--- config.mk ---
export PLATFORM = sky130hd
export DESIGN_NAME = sorted_run_kway_merger
export DESIGN_NICKNAME = d
export VERILOG_FILES = /design/src/skm_pkg.sv /design/src/skm_ctrl.sv /design/src/skm_dpath.sv /design/src/sorted_run_kway_merger.sv
export VERILOG_INCLUDE_DIRS = /design/src /design/src/src
export SDC_FILE = /design/constraint.sdc
export NUM_CORES = 2
export LEC_CHECK = 0
export BUFFER_PORTS_ARGS = -buffer_cell sky130_fd_sc_hd__buf_2
export CAP_MARGIN = 20
export CORE_MARGIN = 5
export CORE_UTILIZATION = 42
export DETAILED_ROUTE_END_ITERATION = 10
export GPL_TIMING_DRIVEN = 0
export SLEW_MARGIN = 20
export SYNTH_ARGS = -nofsm -noshare
export SYNTH_HDL_FRONTEND = slang
export SYNTH_SLANG_ARGS = --single-unit
--- constraint.sdc ---
create_clock -name clk -period 23.4 [get_ports clk]
set_input_delay 2.34 -clock clk [delete_from_list [all_inputs] [get_ports clk]]
set_output_delay 2.34 -clock clk [all_outputs]
set_load 0.02 [all_outputs]
--- src/sorted_run_kway_merger_assert.svh ---
// Assertion macros used by the merger datapath
`ifndef SORTED_RUN_KWAY_MERGER_ASSERT_SVH
`define SORTED_RUN_KWAY_MERGER_ASSERT_SVH
`ifndef SYNTH
`define SKM_ASSERT_ALWAYS(lbl, prop, msg) \
	lbl: assert property (@(posedge clk) disable iff (!arst_n) (prop)) else $error(msg);
`define SKM_ASSERT_IMPLY(lbl, ante, cons, msg) \
	lbl: assert property (@(posedge clk) disable iff (!arst_n) (ante) |-> (cons)) else $error(msg);
`define SKM_ASSERT_NEXT(lbl, ante, cons, msg) \
	lbl: assert property (@(posedge clk) disable iff (!arst_n) (ante) |=> (cons)) else $error(msg);
`else
`define SKM_ASSERT_ALWAYS(lbl, prop, msg)
`define SKM_ASSERT_IMPLY(lbl, ante, cons, msg)
`define SKM_ASSERT_NEXT(lbl, ante, cons, msg)
`endif
`endif

--- src/skm_pkg.sv ---
// Shared types and constants of the k-way merger
`timescale 1ns / 1ps
`default_nettype none
package skm_pkg;

	localparam int RUN_W    = 4;
	localparam int RUN_SPAN = 16;
	localparam int CNT_W    = 5;
	localparam int KEY_W    = 64;
	localparam int ADDR_W   = 64;
	localparam int MOD_W    = 32;
	localparam int FLG_W    = 8;

	// request bus layout: run, key, address, module, flags
	localparam int IN_KEY_LSB  = RUN_W;
	localparam int IN_ADDR_LSB = IN_KEY_LSB + KEY_W;
	localparam int IN_MOD_LSB  = IN_ADDR_LSB + ADDR_W;
	localparam int IN_FLG_LSB  = IN_MOD_LSB + MOD_W;
	localparam int IN_FIELDS_W = IN_FLG_LSB + FLG_W;
	localparam int IN_DATA_W   = ((IN_FIELDS_W + 7) / 8) * 8;

	// result bus layout: key, address, module, flags, refill run
	localparam int OUT_FIELDS_W = KEY_W + ADDR_W + MOD_W + FLG_W + RUN_W;
	localparam int OUT_DATA_W   = ((OUT_FIELDS_W + 7) / 8) * 8;
	localparam int OUT_PAD_W    = OUT_DATA_W - OUT_FIELDS_W;

	localparam int KIND_W = 2;

	localparam int REG_IDX_W = 1;
	localparam logic [REG_IDX_W-1:0] REG_ACTIVE_RUNS = 1'b0;

	typedef enum logic [KIND_W-1:0] {
		KIND_ENTRY    = 2'd0,
		KIND_FINISHED = 2'd1,
		KIND_ERROR    = 2'd2
	} kind_t;

	typedef enum logic [2:0] {
		ST_IDLE,
		ST_DECIDE,
		ST_SCAN,
		ST_DRAIN,
		ST_EMIT_ERR,
		ST_EMIT_FIN,
		ST_EMIT_ENT
	} state_t;

	typedef struct packed {
		logic [KEY_W-1:0]  key;
		logic [ADDR_W-1:0] addr;
		logic [MOD_W-1:0]  module_id;
		logic [FLG_W-1:0]  flags;
	} entry_t;

	typedef struct packed {
		logic capture;
		logic scan_start;
		logic scan_step;
		logic load_err;
		logic load_fin;
		logic load_entry;
	} cmd_t;

	typedef struct packed {
		logic err;
		logic rdy;
		logic anyh;
		logic scan_last;
		logic out_free;
	} sts_t;

endpackage
`default_nettype wire

--- src/skm_ctrl.sv ---
// Controller state machine of the k-way merger
`timescale 1ns / 1ps
`default_nettype none
module skm_ctrl (
	input  wire logic        clk,
	input  wire logic        arst_n,
	input  wire logic        in_valid,
	output logic             in_ready,
	output skm_pkg::cmd_t    cmd,
	input  wire skm_pkg::sts_t sts
);
	import skm_pkg::*;

	state_t state_q, state_nx;

	always_ff @(posedge clk or negedge arst_n) begin
		if (!arst_n) begin
			state_q <= ST_IDLE;
		end else begin
			state_q <= state_nx;
		end
	end

	always_comb begin
		state_nx = state_q;
		case (state_q)
			ST_IDLE: begin
				if (in_valid) state_nx = ST_DECIDE;
			end
			ST_DECIDE: begin
				if (sts.err)        state_nx = ST_EMIT_ERR;
				else if (!sts.rdy)  state_nx = ST_IDLE;
				else if (!sts.anyh) state_nx = ST_EMIT_FIN;
				else                state_nx = ST_SCAN;
			end
			ST_SCAN: begin
				if (sts.scan_last) state_nx = ST_DRAIN;
			end
			ST_DRAIN: begin
				state_nx = ST_EMIT_ENT;
			end
			ST_EMIT_ERR, ST_EMIT_FIN, ST_EMIT_ENT: begin
				if (sts.out_free) state_nx = ST_IDLE;
			end
			default: begin
				state_nx = ST_IDLE;
			end
		endcase
	end

	always_comb begin
		cmd      = '0;
		in_ready = 1'b0;
		case (state_q)
			ST_IDLE: begin
				in_ready    = 1'b1;
				cmd.capture = in_valid;
			end
			ST_DECIDE: begin
				cmd.scan_start = !sts.err && sts.rdy && sts.anyh;
			end
			ST_SCAN: begin
				cmd.scan_step = 1'b1;
			end
			ST_EMIT_ERR: begin
				cmd.load_err = sts.out_free;
			end
			ST_EMIT_FIN: begin
				cmd.load_fin = sts.out_free;
			end
			ST_EMIT_ENT: begin
				cmd.load_entry = sts.out_free;
			end
			default: begin
				cmd = '0;
			end
		endcase
	end

endmodule
`default_nettype wire

--- src/skm_dpath.sv ---
// Datapath of the k-way merger: head store, run flags, min scan, result register
`timescale 1ns / 1ps
`default_nettype none
`include "sorted_run_kway_merger_assert.svh"
module skm_dpath #(
	parameter int RUNS = 16
) (
	input  wire logic                              clk,
	input  wire logic                              arst_n,
	input  wire logic [skm_pkg::CNT_W-1:0]         active_runs,
	input  wire logic                              in_op,
	input  wire logic [skm_pkg::IN_DATA_W-1:0]     in_data,
	input  wire skm_pkg::cmd_t                     cmd,
	output skm_pkg::sts_t                          sts,
	output logic                                   m_tvalid,
	input  wire logic                              m_tready,
	output logic [skm_pkg::OUT_DATA_W-1:0]         m_tdata,
	output logic [skm_pkg::KIND_W-1:0]             m_tuser
);
	import skm_pkg::*;

	localparam int CAP = (RUNS < RUN_SPAN) ? RUNS : RUN_SPAN;
	localparam int AW  = $clog2(CAP);
	localparam logic [CNT_W-1:0] CAP_N = CNT_W'(CAP);

	logic [CNT_W-1:0] n_eff;
	logic [RUN_W-1:0] in_run;
	logic [AW-1:0]    in_idx;
	entry_t           in_ent;
	logic             in_range, err_c, rdy_c, anyh_c;
	logic [CAP-1:0]   pres_nx, fin_nx;

	logic [CAP-1:0]   present_q, finished_q;
	logic             err_q, rdy_q, anyh_q;
	logic [CNT_W-1:0] idx_q;

	entry_t           mem [CAP];
	entry_t           rd_ent_s1;
	logic             rd_v_s1, rd_pres_s1;
	logic [AW-1:0]    rd_idx_s1;

	logic             best_v_q;
	entry_t           best_q;
	logic [AW-1:0]    best_idx_q;
	logic             take;

	logic             out_valid_q;
	kind_t            out_kind_q;
	entry_t           out_ent_q;
	logic [RUN_W-1:0] out_refill_q;
	logic             out_free;

	// zero acts as one run, large counts clamp to the storage depth
	always_comb begin
		if (active_runs == '0)       n_eff = CNT_W'(1);
		else if (active_runs > CAP_N) n_eff = CAP_N;
		else                          n_eff = active_runs;
	end

	assign in_run           = in_data[RUN_W-1:0];
	assign in_idx           = in_run[AW-1:0];
	assign in_ent.key       = in_data[IN_KEY_LSB +: KEY_W];
	assign in_ent.addr      = in_data[IN_ADDR_LSB +: ADDR_W];
	assign in_ent.module_id = in_data[IN_MOD_LSB +: MOD_W];
	assign in_ent.flags     = in_data[IN_FLG_LSB +: FLG_W];

	assign in_range = {1'b0, in_run} < n_eff;
	assign err_c    = !in_range || present_q[in_idx] || finished_q[in_idx];

	always_comb begin
		pres_nx = present_q;
		fin_nx  = finished_q;
		if (!err_c) begin
			if (in_op) fin_nx[in_idx]  = 1'b1;
			else       pres_nx[in_idx] = 1'b1;
		end
	end

	// every active run must hold a head or be done before a pop
	always_comb begin
		rdy_c  = 1'b1;
		anyh_c = 1'b0;
		for (int i = 0; i < CAP; i++) begin
			if (CNT_W'(i) < n_eff) begin
				if (!pres_nx[i] && !fin_nx[i]) rdy_c = 1'b0;
				if (pres_nx[i]) anyh_c = 1'b1;
			end
		end
	end

	always_ff @(posedge clk or negedge arst_n) begin
		if (!arst_n) begin
			present_q  <= '0;
			finished_q <= '0;
			err_q      <= 1'b0;
			rdy_q      <= 1'b0;
			anyh_q     <= 1'b0;
		end else begin
			if (cmd.capture) begin
				err_q  <= err_c;
				rdy_q  <= rdy_c;
				anyh_q <= anyh_c;
			end
			if (cmd.capture && !err_c) begin
				present_q  <= pres_nx;
				finished_q <= fin_nx;
			end else if (cmd.load_fin) begin
				present_q  <= '0;
				finished_q <= '0;
			end else if (cmd.load_entry) begin
				present_q[best_idx_q] <= 1'b0;
			end
		end
	end

	// head store
	always_ff @(posedge clk) begin
		if (cmd.capture && !err_c && !in_op) mem[in_idx] <= in_ent;
		rd_ent_s1 <= mem[idx_q[AW-1:0]];
		rd_idx_s1 <= idx_q[AW-1:0];
	end

	// scan: one head read per cycle, compared in the cycle after the read
	always_ff @(posedge clk or negedge arst_n) begin
		if (!arst_n) begin
			idx_q      <= '0;
			rd_v_s1    <= 1'b0;
			rd_pres_s1 <= 1'b0;
			best_v_q   <= 1'b0;
		end else begin
			rd_v_s1    <= cmd.scan_step;
			rd_pres_s1 <= present_q[idx_q[AW-1:0]];
			if (cmd.scan_start)     idx_q <= '0;
			else if (cmd.scan_step) idx_q <= idx_q + CNT_W'(1);
			if (cmd.scan_start) best_v_q <= 1'b0;
			else if (take)      best_v_q <= 1'b1;
		end
	end

	// strict less-than keeps the lowest run on equal keys
	assign take = rd_v_s1 && rd_pres_s1 && (!best_v_q || rd_ent_s1.key < best_q.key);

	always_ff @(posedge clk) begin
		if (take) begin
			best_q     <= rd_ent_s1;
			best_idx_q <= rd_idx_s1;
		end
	end

	// result register
	assign out_free = !out_valid_q || m_tready;

	always_ff @(posedge clk or negedge arst_n) begin
		if (!arst_n) begin
			out_valid_q <= 1'b0;
		end else if (cmd.load_err || cmd.load_fin || cmd.load_entry) begin
			out_valid_q <= 1'b1;
		end else if (m_tready) begin
			out_valid_q <= 1'b0;
		end
	end

	always_ff @(posedge clk) begin
		if (cmd.load_err) begin
			out_kind_q   <= KIND_ERROR;
			out_ent_q    <= '0;
			out_refill_q <= '0;
		end else if (cmd.load_fin) begin
			out_kind_q   <= KIND_FINISHED;
			out_ent_q    <= '0;
			out_refill_q <= '0;
		end else if (cmd.load_entry) begin
			out_kind_q   <= KIND_ENTRY;
			out_ent_q    <= best_q;
			out_refill_q <= RUN_W'(best_idx_q);
		end
	end

	assign m_tvalid = out_valid_q;
	assign m_tuser  = out_kind_q;
	assign m_tdata  = {{OUT_PAD_W{1'b0}}, out_refill_q, out_ent_q.flags,
		out_ent_q.module_id, out_ent_q.addr, out_ent_q.key};

	assign sts.err       = err_q;
	assign sts.rdy       = rdy_q;
	assign sts.anyh      = anyh_q;
	assign sts.scan_last = (idx_q == n_eff - CNT_W'(1));
	assign sts.out_free  = out_free;

	`SKM_ASSERT_ALWAYS(a_head_xor_done, (present_q & finished_q) == '0, "run both holds a head and is done")
	`SKM_ASSERT_IMPLY(a_pop_has_best, cmd.load_entry, best_v_q, "pop without a selected head")
	`SKM_ASSERT_NEXT(a_fin_clears, cmd.load_fin, (present_q == '0) && (finished_q == '0), "finish left run state")
	`SKM_ASSERT_IMPLY(a_no_overwrite, cmd.load_err || cmd.load_fin || cmd.load_entry, !out_valid_q || m_tready, "result register overwritten")

endmodule
`default_nettype wire

--- src/sorted_run_kway_merger.sv ---
// Top level of the k-way merger: config register, controller and datapath
`timescale 1ns / 1ps
`default_nettype none
// Merges up to min(RUNS,16) ascending runs of index entries into one ascending stream.
// Input stream: each request is either the next entry of a run (tuser = 0) or an
//   end-of-run mark (tuser = 1). The feeder keeps one entry in flight per run.
// Output stream: tuser gives the kind: merged entry, merge finished, or protocol
//   error. A merged entry names the run to feed next in refill_run.
// APB register 0 (active_runs) sets how many runs take part; write it only while
//   the block is idle. It resets to 1.
// Per request, n = effective run count:
//   request that leaves some active run empty: no result;
//   error or finished result: loaded into the result register after the decide step;
//   merged entry: the min search reads one head per cycle from the head store
//   across all n active runs, then the smallest head is loaded as the result.
// One request is processed at a time. The result sits in an output register, so
// the next request is taken while it waits; a stalled receiver only blocks the
// block once a new result has to be loaded.
// Reset clears all run flags and the output valid; head entries need no clearing,
// they are read only once written.
module sorted_run_kway_merger #(
	parameter int RUNS = 16
) (
	input  wire logic         clk,
	input  wire logic         arst_n,
	// APB configuration port
	input  wire logic         psel,
	input  wire logic         penable,
	input  wire logic         pwrite,
	input  wire logic [2:0]   paddr,
	input  wire logic [31:0]  pwdata,
	output logic [31:0]       prdata,
	output logic              pready,
	// request stream
	input  wire logic         s_axis_tvalid,
	output logic              s_axis_tready,
	// [3:0] run, [67:4] pointer_value, [131:68] source_address,
	// [163:132] module_number, [171:164] entry_flags, [175:172] zero
	input  wire logic [175:0] s_axis_tdata,
	// [0] op
	input  wire logic         s_axis_tuser,
	// result stream
	output logic              m_axis_tvalid,
	input  wire logic         m_axis_tready,
	// [63:0] out_pointer_value, [127:64] out_source_address,
	// [159:128] out_module_number, [167:160] out_entry_flags,
	// [171:168] refill_run, [175:172] zero
	output logic [175:0]      m_axis_tdata,
	// [1:0] kind
	output logic [1:0]        m_axis_tuser
);
	import skm_pkg::*;

	logic [CNT_W-1:0]     active_runs_q;
	logic [REG_IDX_W-1:0] reg_idx;
	logic                 cfg_wr;
	cmd_t                 cmd;
	sts_t                 sts;

	// register index comes from the word address
	assign reg_idx = paddr[2];
	assign pready  = 1'b1;
	assign cfg_wr  = psel && penable && pwrite && pready && (reg_idx == REG_ACTIVE_RUNS);

	always_ff @(posedge clk or negedge arst_n) begin
		if (!arst_n) begin
			active_runs_q <= CNT_W'(1);
		end else if (cfg_wr) begin
			active_runs_q <= pwdata[CNT_W-1:0];
		end
	end

	always_comb begin
		prdata = '0;
		if (reg_idx == REG_ACTIVE_RUNS) prdata = {{(32 - CNT_W){1'b0}}, active_runs_q};
	end

	// controller: sequences capture, decide, head scan and result load
	skm_ctrl u_ctrl (
		.clk      (clk),
		.arst_n   (arst_n),
		.in_valid (s_axis_tvalid),
		.in_ready (s_axis_tready),
		.cmd      (cmd),
		.sts      (sts)
	);

	// datapath: run flags, head store, min tracker, result register
	skm_dpath #(
		.RUNS (RUNS)
	) u_dpath (
		.clk         (clk),
		.arst_n      (arst_n),
		.active_runs (active_runs_q),
		.in_op       (s_axis_tuser),
		.in_data     (s_axis_tdata),
		.cmd         (cmd),
		.sts         (sts),
		.m_tvalid    (m_axis_tvalid),
		.m_tready    (m_axis_tready),
		.m_tdata     (m_axis_tdata),
		.m_tuser     (m_axis_tuser)
	);

endmodule
`default_nettype wire

After elaboration in Yosys (flattened, before gate mapping)

Memories as Yosys holds them, arrays and structs flattened. A register that Yosys moved wholly into a read port is not among the register bits.
Index checks and enable logic that the tools add are counted.

Register bits after elaboration: 402
Bits in writable memories: 2688
Input bits: 219
Output and inout bits: 213
Logic and storage cells: 258
Memories kept: 1

$add $sub $neg: 2
$lt $le $gt $ge: 24
Eq/ne operators: 10
Multiplexer cells: 110
Bitwise logic cells: 5
Reduce and logical (&&, ||, !) cells: 82

Memory list:

| memory      | words | bits a word | read ports | clocked after memory_dff | write ports | RTL line        | RTL |
|---|---|---|---|---|---|---|---|
| u_dpath.mem | 16    | 168         | 1          | 1                        | 1           | skm_dpath.sv:37 | `entry_t mem [CAP];` |

Operator list:

| operator                                                                             | number |
|---|---|
| 16-bit 2-to-1 mux                                                                    | 9 |
| 1-bit 2-to-1 mux                                                                     | 82 |
| 64-bit less-than comparator                                                          | 1 |
| 4-bit by 5-bit less-than comparator with 1-bit output (first input constant)         | 8 |
| 1-bit zero test                                                                      | 38 |
| 16-bit OR                                                                            | 2 |
| 1-bit logical AND                                                                    | 27 |
| 5-bit 2-to-1 mux                                                                     | 5 |
| 3-bit by 5-bit less-than comparator with 1-bit output (first input constant)         | 4 |
| 3-bit 2-to-1 mux                                                                     | 6 |
| 16-bit AND                                                                           | 1 |
| 16-bit inverter                                                                      | 1 |
| 4-bit by 5-bit less-than comparator with 1-bit output (second input constant)        | 3 |
| 3-bit one-hot mux with 5 select lines                                                | 1 |
| 1-bit binary-select mux with 4-bit select                                            | 3 |
| 1-bit by 5-bit less-than comparator with 1-bit output (first input constant)         | 2 |
| 2-bit by 5-bit less-than comparator with 1-bit output (first input constant)         | 2 |
| 2-bit nonzero test                                                                   | 5 |
| 3-bit equality test (second input constant)                                          | 3 |
| 1-bit demux with 4-bit select                                                        | 2 |
| 4-bit by 1-bit greater-or-equal comparator with 1-bit output (second input constant) | 2 |
| 3-bit by 2-bit equality test with 1-bit output (second input constant)               | 2 |
| 1-bit logical OR                                                                     | 6 |
| 5-bit by 1-bit adder with 5-bit output (second input constant)                       | 1 |
| other kinds (15)                                                                     | 17 |

Logic depth before layout (Yosys ltp)

Depth in word-level cells: 42
Gate-level depth with buffers: 13
Gate-level depth less buffers: 10

Hierarchy

Synthesis repeated with hierarchy kept, for this count alone.

Cells, all modules: 5342
Area total of the unflattened synthesis: 120634.4 µm²

By module, submodules not included:

| module                 | instances | cells an instance | area each (µm²) | seq. area each (µm²) |
|---|---|---|---|---|
| skm_dpath              | 1         | 5268              | 119921.3        | 93910.1 |
| sorted_run_kway_merger | 1         | 46                | 467.9           | 126.4 |
| skm_ctrl               | 1         | 28                | 245.2           | 75.1 |

Worst setup path after synthesis

OpenSTA, ideal clock, no wires.

Path kind: in2reg
From: in s_axis_tdata[1]
To: mem u_dpath.mem[13][0] in the netlist's numbering, enable pin
Setup time: 1.110 ns
Arrival time: 19.357 ns
Data required time: 22.290 ns
Setup slack: 2.933 ns
Cell stages on the path: 7
Buffers on the path: 2
Cell sequence: buf_2 -> or4_1 -> o31a_1 -> nand4_2 -> nand3b_4 -> buf_2 -> nor4_1

Word-level cells in the longest chain between the ends: 9
Elaborated cells between the ends (all ways): 13
Those cells by class: order compare (1); mux (6); reduce/logical (6)

Ends and longest elaborated chain:

| item                                                                                                                      | RTL line                         | RTL |
|---|---|---|
| start: declaration                                                                                                        | sorted_run_kway_merger.sv:39     | `input wire logic [175:0] s_axis_tdata,` |
| 1-bit binary-select mux with 4-bit select / 4-bit by 5-bit less-than comparator with 1-bit output (equally long branches) | skm_dpath.sv:68, skm_dpath.sv:67 |  |
| 1-bit 2-to-1 mux (not written as such) / 1-bit zero test (equally long branches)                                          | skm_dpath.sv:68                  | `assign err_c = !in_range \|\| present_q[in_idx] \|\| finished_q[in_idx];` |
| 1-bit logical OR (2 in a row)                                                                                             | skm_dpath.sv:68                  |  |
| 1-bit zero test                                                                                                           | n/a                              |  |
| 1-bit logical AND (2 in a row)                                                                                            | skm_dpath.sv:118                 | `if (cmd.capture && !err_c && !in_op) mem[in_idx] <= in_ent;` |
| 1-bit 2-to-1 mux                                                                                                          | skm_dpath.sv:118                 |  |
| 1-bit 2-to-1 mux (not written as such)                                                                                    | skm_dpath.sv:118                 |  |
| end: declaration                                                                                                          | skm_dpath.sv:37                  |  |

Parallel ways exist; a longest one is shown, timed or not. The select of a mux whose other input is x is not followed.

Worst setup path after layout

From: in s_axis_tdata[2]
To: mem u_dpath.mem[7][64] in the netlist's numbering, enable pin

Same word-level chain as after synthesis.

==> flow_summary.yaml <==
global_routing:
  grt.overflow.total: 0
  antenna_found_initial: 105
  grt_max_degree: 53
  track_usage_pct: 22.3
  grt_pass1_wl_um: 473000
  grt_pass1_vias: 62560
floorplanning:
  ios: 432
  die_x_um: 546
  start_util_pct: 42.1
  die-area_mm2: 0.299
  placementRows: 197
  core_region_area_mm2: 0.287
  dieHeight_um: 546
timing:
  post-route-period-util_pct: 28.3
  finalSetupTns_ns: 0
  tightest_slew_ns: 1.13
  setup_slack_ns: 16.79
  hold_viol: 0
  rsz0062_at_grt: "no"
  min_period_ns: 6.61
  final-max-slew-violation-count: 0
  fmax_mhz: 151
  setup_viol: 0
  worst_slew_margin_rel_pct: 24.7
  fin_worst_skew_ns: 0.0627
setup_path:
  path_cells: "buf_2 -> clkinv_1 -> nor2_1 -> nand2_1 -> nor4_2 -> buf_4 -> buf_2 -> buf_2 -> buf_4 -> buf_2 -> buf_2 -> buf_2 -> buf_2 -> buf_2 -> buf_2 -> buf_2"
  critPathSlowestCell: "nor4_2"
  crit_type: "in2reg"
  critPathCaptureType: "flip-flop"
  cp_max_fo: 10
  slowest_delay_ns: 0.73
  required_ns: 23.96
  r2r_slack_ns: 16.97
  path_buf_inv: 13
  path_delay_family: "buffers and inverters"
  crit_path_start_kind: "input pin"
  arrival_ns: 7.17
  cp_common_cell: "buf_2"
final_layout:
  mostFrequentLayoutCells: "edfxtp_1, mux4_2, buf_2"
  syn_to_final_growth_pct: 18.6
  final_common_cell: "edfxtp_1"
  drive_gt1_share_pct: 34.9
  fin_nets: 7018
  final_util_pct: 49.9
clock_tree:
  root_buffer: "clkbuf_16"
  cts.sink_count: 3258
  ctsHoldBuffers: 0
  clockBufferDepth: 4
  post-cts-setup-buffers: 0
  cts_buffers: 330
  cts.htree.levels: 5
  clk_pin_slew_worst_paths_ns: 0.06
  cts_resized: 0
  clk_latency_ns: 0.89
  cts_tree: "built"
route:
  wirelength_um: 338000
  vias: 62111
  drt_iter0_drc: 7393
  antenna_left: 0
  avgViaCountPerCell: 5.73
  avgRoutedWirePerCell_um: 31.2
  dr.pass1.iters: 8
  drc: 0
placed_design:
  pre_cts_ws_ns: 16.01
  gp_congestion: 0.859
  hpwl_um: 234000
  portBuffers: 365
synthesis:
  syn_area_mm2: 0.121
  syn_inst: 5450
  synth-main-ff-cell: "edfxtp_1"
  ys_types: 73
  synth_edf_count: 2860
  yosysWarnings: 0
  synth_seq_cells: 3258
  seq_area_frac_synth_pct: 77.9
  async_reset_ff_share_pct: 1.60
  syn_avg_cell_area_um2: 22.2
status:
  outcome: "finished, final reports clean"
pwr:
  power_density_mw_per_mm2: 91.7
  p_leak_nw: 47.5
  irDropWorstVdd_uv: 73.0
hold_path:
  holdCritPathClass: "reg2reg"
flow_run:
  max-cap-violations: 0
==> logic make-up (layout without fill, tap and decap cells) <==
group | after synthesis | count (layout) | share of synthesized area (%)
AO/OA/AOI/OAI | 342 | 342 | 2.15
flip-flops | 3258 | 3258 | 77.9
other | 2 | 80 | 0.00621
adder cells (fa/ha/maj) | 69 | 69 | 0.714
buffers and inverters | 480 | 2004 | 1.64
multiplexers | 859 | 859 | 15.9
AND/OR/NAND/NOR | 430 | 430 | 1.65
XOR/XNOR | 10 | 10 | 0.0725
==> routing by layer <==
metal  global-route usage [%]  routed length [um]  vias up
met3                     5.52               32300      631
met2                     35.6              161000     3004
met4                     7.10               11900       36
met5                        0                 227        -
met1                     30.3              133000    33118
li1                         -                   -    25322
==> sequential cells by signal, indices dropped and copies added, names as in the netlist, 5 cells and up <==
name                cells
active_runs_q           5
u_dpath.best_q        168
u_dpath.finished_q     16
u_dpath.idx_q           5
u_dpath.m_tdata       168
u_dpath.mem          2688
u_dpath.present_q      16
u_dpath.rd_ent_s1     168
==> area by class of cell <==
type,count,area (um2)
plain buffers,327,1520
clock inverters,171,1910
well taps,3781,4730
multi-input cells,1742,25000
fillers,23032,144000
diodes,48,120
repair buffers,918,6410
clock buffers,435,9010
flip-flops and latches,3258,94100
inverters,153,574
==> stage by stage <==
stage | hold slack, ns | std cells | cell area (um2) | power, mW
finish | 0.391 | 10833 | 143000 | 13.1
global route | 0.402 | 10795 | 143000 | 13.6
CTS | 0.390 | 10784 | 143000 | 13.2
detailed placement | 0.353 | 10178 | 132000 | 7.93
global placement | 0.363 | 9626 | 128000 | 7.91
floorplan | 0.345 | 5480 | 121000 | 7.33
==> cells in the mapped netlist (all sizes together), types with 3 or more instances <==
master	number	share of area, %
o211ai	3	0.019
edfxtp	2860	71
a22o	13	0.094
buf	116	0.51
o21ai	23	0.095
o31ai	6	0.049
a2111oi	5	0.036
a32o	3	0.025
dfxtp	346	5.7
o21a	11	0.068
clkbuf	211	0.66
nor2	197	0.61
a21o	16	0.099
a31o	5	0.036
or3	4	0.021
a21oi	73	0.30
o41ai	5	0.049
a211oi	8	0.050
or2	5	0.026
nand2	120	0.37
nor3b	4	0.029
mux2i	5	0.041
nor3	19	0.088
nand4	14	0.078
a31oi	6	0.031
inv	152	0.47
a211o	3	0.022
and3	5	0.026
xor2	7	0.051
and2	6	0.031
nand2b	10	0.052
mux4	848	16
dfrtp	51	1.1
nor4	20	0.17
ha	69	0.71
nand3	9	0.037
a311oi	139	1.0
o22ai	4	0.021
a221o	3	0.025
nand4b	3	0.022
mux2	6	0.056
xnor2	3	0.022
nor2b	11	0.057
==> final timing paths <==
check	startpoint	endpoint	cells after the start
setup / recovery	s_axis_tdata[2]	u_dpath.mem[7][64]	16
hold / removal	u_dpath.rd_ent_s1[30]	u_dpath.best_q[30]	0
setup reg to reg	active_runs_q[4]	u_dpath.mem[7][64]	22
hold reg to reg	u_dpath.rd_ent_s1[30]	u_dpath.best_q[30]	0
max in group asynchronous	arst_n	u_dpath.present_q[9]	1
min in group asynchronous	arst_n	u_dpath.finished_q[12]	1
==> power by group <==
| part | switching [mW] | internal, mW | total (mW) | leakage [nW] |
|---|---|---|---|---|
| clock | 2.18 | 3.15 | 5.33 | 5.34 |
| sequential | 0.174 | 6.51 | 6.68 | 29.3 |
| combinational | 0.783 | 0.348 | 1.13 | 12.9 |
(Power assumes the default switching activity.)
